--- src/rtl/core/pli_pkg.sv ---
package pli_pkg;

	localparam int CMD_W          = 2;
	localparam int DIST_W         = 24;
	localparam int VALUE_W        = 24;
	localparam int MAX_POINTS_DEF = 1024;
	localparam int PROD_W         = DIST_W + VALUE_W;
	localparam int SUM_W          = PROD_W + 2;

	localparam logic signed [VALUE_W-1:0] VALUE_MAX = {1'b0, {(VALUE_W-1){1'b1}}};
	localparam logic signed [VALUE_W-1:0] VALUE_MIN = {1'b1, {(VALUE_W-1){1'b0}}};

	typedef enum logic [CMD_W-1:0] {
		CMD_CLEAR  = 2'd0,
		CMD_APPEND = 2'd1,
		CMD_QUERY  = 2'd2
	} pli_command_t;

	typedef enum logic [2:0] {
		STS_OK         = 3'd0,
		STS_FEW_POINTS = 3'd1,
		STS_ZERO_WIDTH = 3'd2,
		STS_FULL       = 3'd3,
		STS_SATURATED  = 3'd4
	} pli_status_t;

	typedef struct packed {
		logic [CMD_W-1:0]          command;
		logic [DIST_W-1:0]         point_distance;
		logic signed [VALUE_W-1:0] point_value;
		logic [DIST_W-1:0]         query_distance;
	} pli_req_t;

	typedef struct packed {
		logic signed [VALUE_W-1:0] result_value;
		pli_status_t               status;
	} pli_rsp_t;

	typedef enum logic [3:0] {
		S_IDLE,
		S_DECODE,
		S_FIRST,
		S_LAST,
		S_SCAN,
		S_READ_M,
		S_READ_M1,
		S_LATCH,
		S_MUL,
		S_DIV_START,
		S_DIV,
		S_DONE
	} pli_state_t;

	typedef enum logic [2:0] {
		ADDR_ZERO,
		ADDR_LAST,
		ADDR_SCAN,
		ADDR_M,
		ADDR_M1,
		ADDR_COUNT
	} pli_addr_sel_t;

	typedef enum logic [1:0] {
		M_ZERO,
		M_LAST,
		M_CHK_PREV,
		M_CHK
	} pli_m_sel_t;

	typedef enum logic [1:0] {
		RES_CODE,
		RES_FLAT,
		RES_INTERP
	} pli_res_kind_t;

	typedef struct packed {
		logic          capture;
		pli_addr_sel_t addr_sel;
		logic          wr_en;
		logic          cnt_clear;
		logic          cnt_inc;
		logic          scan_start;
		logic          scan_step;
		logic          m_load;
		pli_m_sel_t    m_sel;
		logic          lat1;
		logic          lat2;
		logic          mul;
		logic          div_start;
		logic          res_load;
		pli_res_kind_t res_kind;
		pli_status_t   res_code;
		logic          out_load;
	} pli_cmd_t;

	typedef struct packed {
		logic [CMD_W-1:0] command;
		logic             full;
		logic             few;
		logic             two;
		logic             le_first;
		logic             ge_last;
		logic             chk_valid;
		logic             chk_gt;
		logic             chk_end;
		logic             flat;
		logic             div_done;
	} pli_stat_t;

endpackage

--- src/rtl/core/pli_ctrl.sv ---
module pli_ctrl (
	input  logic               clk,
	input  logic               arst_n,
	input  logic               req_valid,
	output logic               req_ready,
	output logic               rsp_valid,
	input  logic               rsp_ready,
	input  pli_pkg::pli_stat_t stat,
	output pli_pkg::pli_cmd_t  cmd
);

	import pli_pkg::*;

	pli_state_t state_q;
	pli_state_t state_d;
	logic       out_valid_q;

	always_ff @(posedge clk or negedge arst_n) begin
		if (!arst_n) begin
			state_q     <= S_IDLE;
			out_valid_q <= 1'b0;
		end else begin
			state_q <= state_d;
			if (cmd.out_load) begin
				out_valid_q <= 1'b1;
			end else if (rsp_ready) begin
				out_valid_q <= 1'b0;
			end
		end
	end

	always_comb begin
		state_d   = state_q;
		cmd       = '0;
		req_ready = 1'b0;
		unique case (state_q)
			S_IDLE: begin
				req_ready = 1'b1;
				if (req_valid) begin
					cmd.capture = 1'b1;
					state_d     = S_DECODE;
				end
			end
			S_DECODE: begin
				// read entry 0 early in case this is a query
				cmd.addr_sel = ADDR_ZERO;
				cmd.res_kind = RES_CODE;
				cmd.res_code = STS_OK;
				unique case (stat.command)
					CMD_CLEAR: begin
						cmd.cnt_clear = 1'b1;
						cmd.res_load  = 1'b1;
						state_d       = S_DONE;
					end
					CMD_APPEND: begin
						if (stat.full) begin
							cmd.res_code = STS_FULL;
						end else begin
							cmd.addr_sel = ADDR_COUNT;
							cmd.wr_en    = 1'b1;
							cmd.cnt_inc  = 1'b1;
						end
						cmd.res_load = 1'b1;
						state_d      = S_DONE;
					end
					CMD_QUERY: begin
						if (stat.few) begin
							cmd.res_code = STS_FEW_POINTS;
							cmd.res_load = 1'b1;
							state_d      = S_DONE;
						end else begin
							state_d = S_FIRST;
						end
					end
					default: begin
						cmd.res_load = 1'b1;
						state_d      = S_DONE;
					end
				endcase
			end
			S_FIRST: begin
				cmd.addr_sel = ADDR_LAST;
				if (stat.le_first) begin
					cmd.m_load = 1'b1;
					cmd.m_sel  = M_ZERO;
					state_d    = S_READ_M;
				end else begin
					state_d = S_LAST;
				end
			end
			S_LAST: begin
				if (stat.ge_last) begin
					cmd.m_load = 1'b1;
					cmd.m_sel  = M_LAST;
					state_d    = S_READ_M;
				end else if (stat.two) begin
					cmd.m_load = 1'b1;
					cmd.m_sel  = M_ZERO;
					state_d    = S_READ_M;
				end else begin
					cmd.scan_start = 1'b1;
					state_d        = S_SCAN;
				end
			end
			S_SCAN: begin
				cmd.addr_sel = ADDR_SCAN;
				// stop at the first breakpoint beyond the query, or at the second-to-last one
				if (stat.chk_valid && stat.chk_gt) begin
					cmd.m_load = 1'b1;
					cmd.m_sel  = M_CHK_PREV;
					state_d    = S_READ_M;
				end else if (stat.chk_valid && stat.chk_end) begin
					cmd.m_load = 1'b1;
					cmd.m_sel  = M_CHK;
					state_d    = S_READ_M;
				end else begin
					cmd.scan_step = 1'b1;
				end
			end
			S_READ_M: begin
				cmd.addr_sel = ADDR_M;
				state_d      = S_READ_M1;
			end
			S_READ_M1: begin
				cmd.addr_sel = ADDR_M1;
				cmd.lat1     = 1'b1;
				state_d      = S_LATCH;
			end
			S_LATCH: begin
				cmd.lat2 = 1'b1;
				state_d  = S_MUL;
			end
			S_MUL: begin
				if (stat.flat) begin
					cmd.res_load = 1'b1;
					cmd.res_kind = RES_FLAT;
					state_d      = S_DONE;
				end else begin
					cmd.mul = 1'b1;
					state_d = S_DIV_START;
				end
			end
			S_DIV_START: begin
				cmd.div_start = 1'b1;
				state_d       = S_DIV;
			end
			S_DIV: begin
				if (stat.div_done) begin
					cmd.res_load = 1'b1;
					cmd.res_kind = RES_INTERP;
					state_d      = S_DONE;
				end
			end
			S_DONE: begin
				// hold until the output register is free
				if (!out_valid_q || rsp_ready) begin
					cmd.out_load = 1'b1;
					state_d      = S_IDLE;
				end
			end
			default: begin
				state_d = S_IDLE;
			end
		endcase
	end

	assign rsp_valid = out_valid_q;

endmodule

--- config.mk ---
export PLATFORM = sky130hd
export DESIGN_NAME = pli_ctrl
export DESIGN_NICKNAME = d
export VERILOG_FILES = /design/src/rtl/core/pli_pkg.sv /design/src/rtl/core/pli_ctrl.sv
export SDC_FILE = /design/constraint.sdc
export NUM_CORES = 1
export LEC_CHECK = 0
export ABC_AREA = 1
export BUFFER_PORTS_ARGS = -buffer_cell sky130_fd_sc_hd__buf_2
export CELL_PAD_IN_SITES_DETAIL_PLACEMENT = 0
export CELL_PAD_IN_SITES_GLOBAL_PLACEMENT = 1
export CORE_MARGIN = 5
export CORE_UTILIZATION = 28
export DETAILED_ROUTE_END_ITERATION = 8
export PLACE_DENSITY = 0.94
export SLEW_MARGIN = 30
export SYNTH_ARGS = -nofsm -noshare
export SYNTH_HDL_FRONTEND = slang
export SYNTH_SLANG_ARGS = --single-unit
--- constraint.sdc ---
create_clock -name clk -period 3.6 [get_ports clk]
set_input_delay 0.72 -clock clk [delete_from_list [all_inputs] [get_ports clk]]
set_output_delay 0.72 -clock clk [all_outputs]
set_load 0.02 [all_outputs]
==> out/metrics.yaml <==
setup_repair_after_global_routing_missed_its_margin: "no"
gr-usage-all-layers_pct: 11.8
clock_network_power_share_pct: 10.6
mappedNetlistArea_um2: 644
cp.required_ns: 2.88
cp_data_arrival_time_ns: 1.71
drtPass1Iterations: 4
post_cts_setup_buffer_count: 0
pwr-share-seq_pct: 18.2
timing.final.ws_setup_ns: 1.17
dp.final_hpwl_mm: 1.62
antenna_violations_before_repair: 0
utilization_pct: 40.0
switching_share_pct: 58.0
vias: 798
drv_slew: 0
max_cap_violations: 0
run_status: "complete, no violations"
critical_path.startpoint_type: "primary input"
path_max_fanout: 3
final.setup.tns_ns: 0
synthesis.area_per_instance_um2: 5.81
die-area_mm2: 0.00336
postRouteAntennaNets: 0
post-layout-total-power_mw: 0.632
synth_cell_type_count: 21
first_iter_violations: 19
cts-hold-fix-buffers: 0
ratio_of_final_minimum_period_to_clock_period_pct: 67.5
die_height_um: 58.0
avgViaCountPerCell: 4.43
buffers_from_clock_root_to_sink_at_most: 2
ir_drop_v: 0.000310
antenna_cells_inserted: 0
dp_cells: 176
tritoncts.num_buffers: 3
core.rowCount: 17
finish.net_count: 172
grt.met1_usage_pct: 14.9
detail_route.drc_violations: 0
placeable_core_region_mm2: 0.00221
hold_path_class: "primary input to asynchronous set/reset pin"
reg2regPathDepth: 5
final_cell_count_no_fill: 180
total_switching_power_mw: 0.366
wire_per_inst_um: 10.6
cts-resized-gates: 0
gpl.final_weighted_congestion: 0.817
global_route_wire_length_before_repair_mm: 3.15
yosys_register_bits: 5
layout_min_cycle_time_ns: 2.43
clock_insertion_delay_worst_skew_ns: 0.24
final_layout_size_suffix_gt1_share_pct: 35.5
cts.sink_count: 5
power.combinational.fraction_pct: 71.1
clk_transition_reported_paths_ns: 0.05
count_of_input_and_output_buffers: 39
htree_levels: 1
largest_net_degree_at_the_start_of_global_routing: 11
grt_most_used_layer: "met2"
vias_in_the_first_global_route: 761
syn-num-nets: 130
tritoncts: "built"
p_per_area_mw_per_mm2: 714
ys.warnings.count: 0
timing.fmax_mhz: 412
setup_viol: 0
number_of_standard_cells_after_synthesis: 111
top_level_ports: 41
chipWidth_um: 58.0
placement.setup.worst_slack_ns: 1.16
initial_core_util_pct: 29.1
grt_overflow: 0
gr-usage-met2_pct: 19.0
area_delta_synth_final_pct: 37.5
critical_path_start_end_classification: "primary input to primary output"
ctsRootBufferMaster: "clkbuf_4"
intPower_mw: 0.266
worstSetupEndpointType: "primary output"
fraction_of_the_yosys_area_taken_by_sequential_cells_pct: 19.4
p_leak_nw: 0.606
finClkSkew_ns: 0.00405
finalHoldViolations: 0
grt.met3_usage_pct: 2.00
drt_wl_total_mm: 1.91
metal layers:
metal,routed length (um),up-vias,part of all wire [%]
met4,12,0,0.63
met2,917,24,48
met1,860,346,45
li1,-,426,-
met5,0,-,0
met3,123,2,6.4
area by class of cell:
class	count	area (um2)
clock buffers	4	26.3
inverters	25	93.8
repair buffers	39	195
fillers	256	1330
well taps	28	35.0
flip-flops and latches	5	125
multi-input cells	79	410
cells in the mapped netlist (all sizes together):
| cell type | number | area (um2) |
|---|---|---|
| nand2 | 30 | 120 |
| inv | 25 | 93.8 |
| nor2 | 20 | 95.1 |
| nand3 | 7 | 40.0 |
| dfrtp | 5 | 125 |
| nor3 | 5 | 25.0 |
| o21ai | 4 | 20.0 |
| ha | 3 | 37.5 |
| nand3b | 3 | 22.5 |
| o211ai | 3 | 22.5 |
| buf | 2 | 15.0 |
| a211oi | 1 | 7.51 |
| a32o | 1 | 10.0 |
| conb | 1 | 3.75 |
| nand4 | 1 | 6.26 |
metrics by stage:
step           cell area, um2  hold WS, ns
6_report                  886        0.282
5_1_grt                   886        0.281
3_5_place_dp              860        0.541
3_3_place_gp              860        0.526
2_1_floorplan             644        0.424
4_1_cts                   886        0.281
worst max-delay path: stages:
cell and delay [ns]:
buf_2 0.11, inv_1 0.08, ha_1 0.16, inv_1 0.04
o211ai_1 0.30, nand3_1 0.12, buf_2 0.17
registers in the layout, summed over array words and instances, names as in the netlist:
name / cells
state_q: 4
rsp_valid: 1
power by group through the flow:
| stage | logic (mW) | registers (mW) | clock network (mW) |
|---|---|---|---|
| after CTS | 0.455 | 0.116 | 0.0689 |
| after floorplan | 0.325 | 0.116 | 0 |
| after detailed placement | 0.451 | 0.117 | 0 |
| final | 0.450 | 0.115 | 0.0673 |
| after global placement | 0.449 | 0.117 | 0 |
| after global routing | 0.505 | 0.119 | 0.0736 |
layout by cell type, fill, tap and decap left out, drive strengths merged:
cell,n
clkbuf,4
nand3b,3
buf,39
o21ai,4
nand2,30
a211oi,1
dfrtp,5
conb,1
nand3,7
ha,3
inv,25
nor2,20
a32o,1
nor3,5
o211ai,3
nand4,1
logic make-up (layout without fill, tap and decap cells):
| group | after synthesis | count (layout) | synth area share (%) |
|---|---|---|---|
| simple gates | 66 | 66 | 48.0 |
| compound gates | 9 | 9 | 9.32 |
| fa+ha+maj | 3 | 3 | 5.83 |
| other cells | 1 | 1 | 0.582 |
| buf+inv | 27 | 68 | 16.9 |
| flops | 5 | 5 | 19.4 |
worst paths after layout:
check | startpoint | end | slack (ns)
min reg2reg | rsp_valid | rsp_valid | 0.55
max in group asynchronous | arst_n | rsp_valid | 3.18
min in group clk | rsp_valid | rsp_valid | 0.55
min | arst_n | state_q[1] | 0.28
max reg2reg | state_q[2] | state_q[2] | 2.28
max | stat[10] | cmd[6] | 1.17
Power figures use the tool's default switching activity.
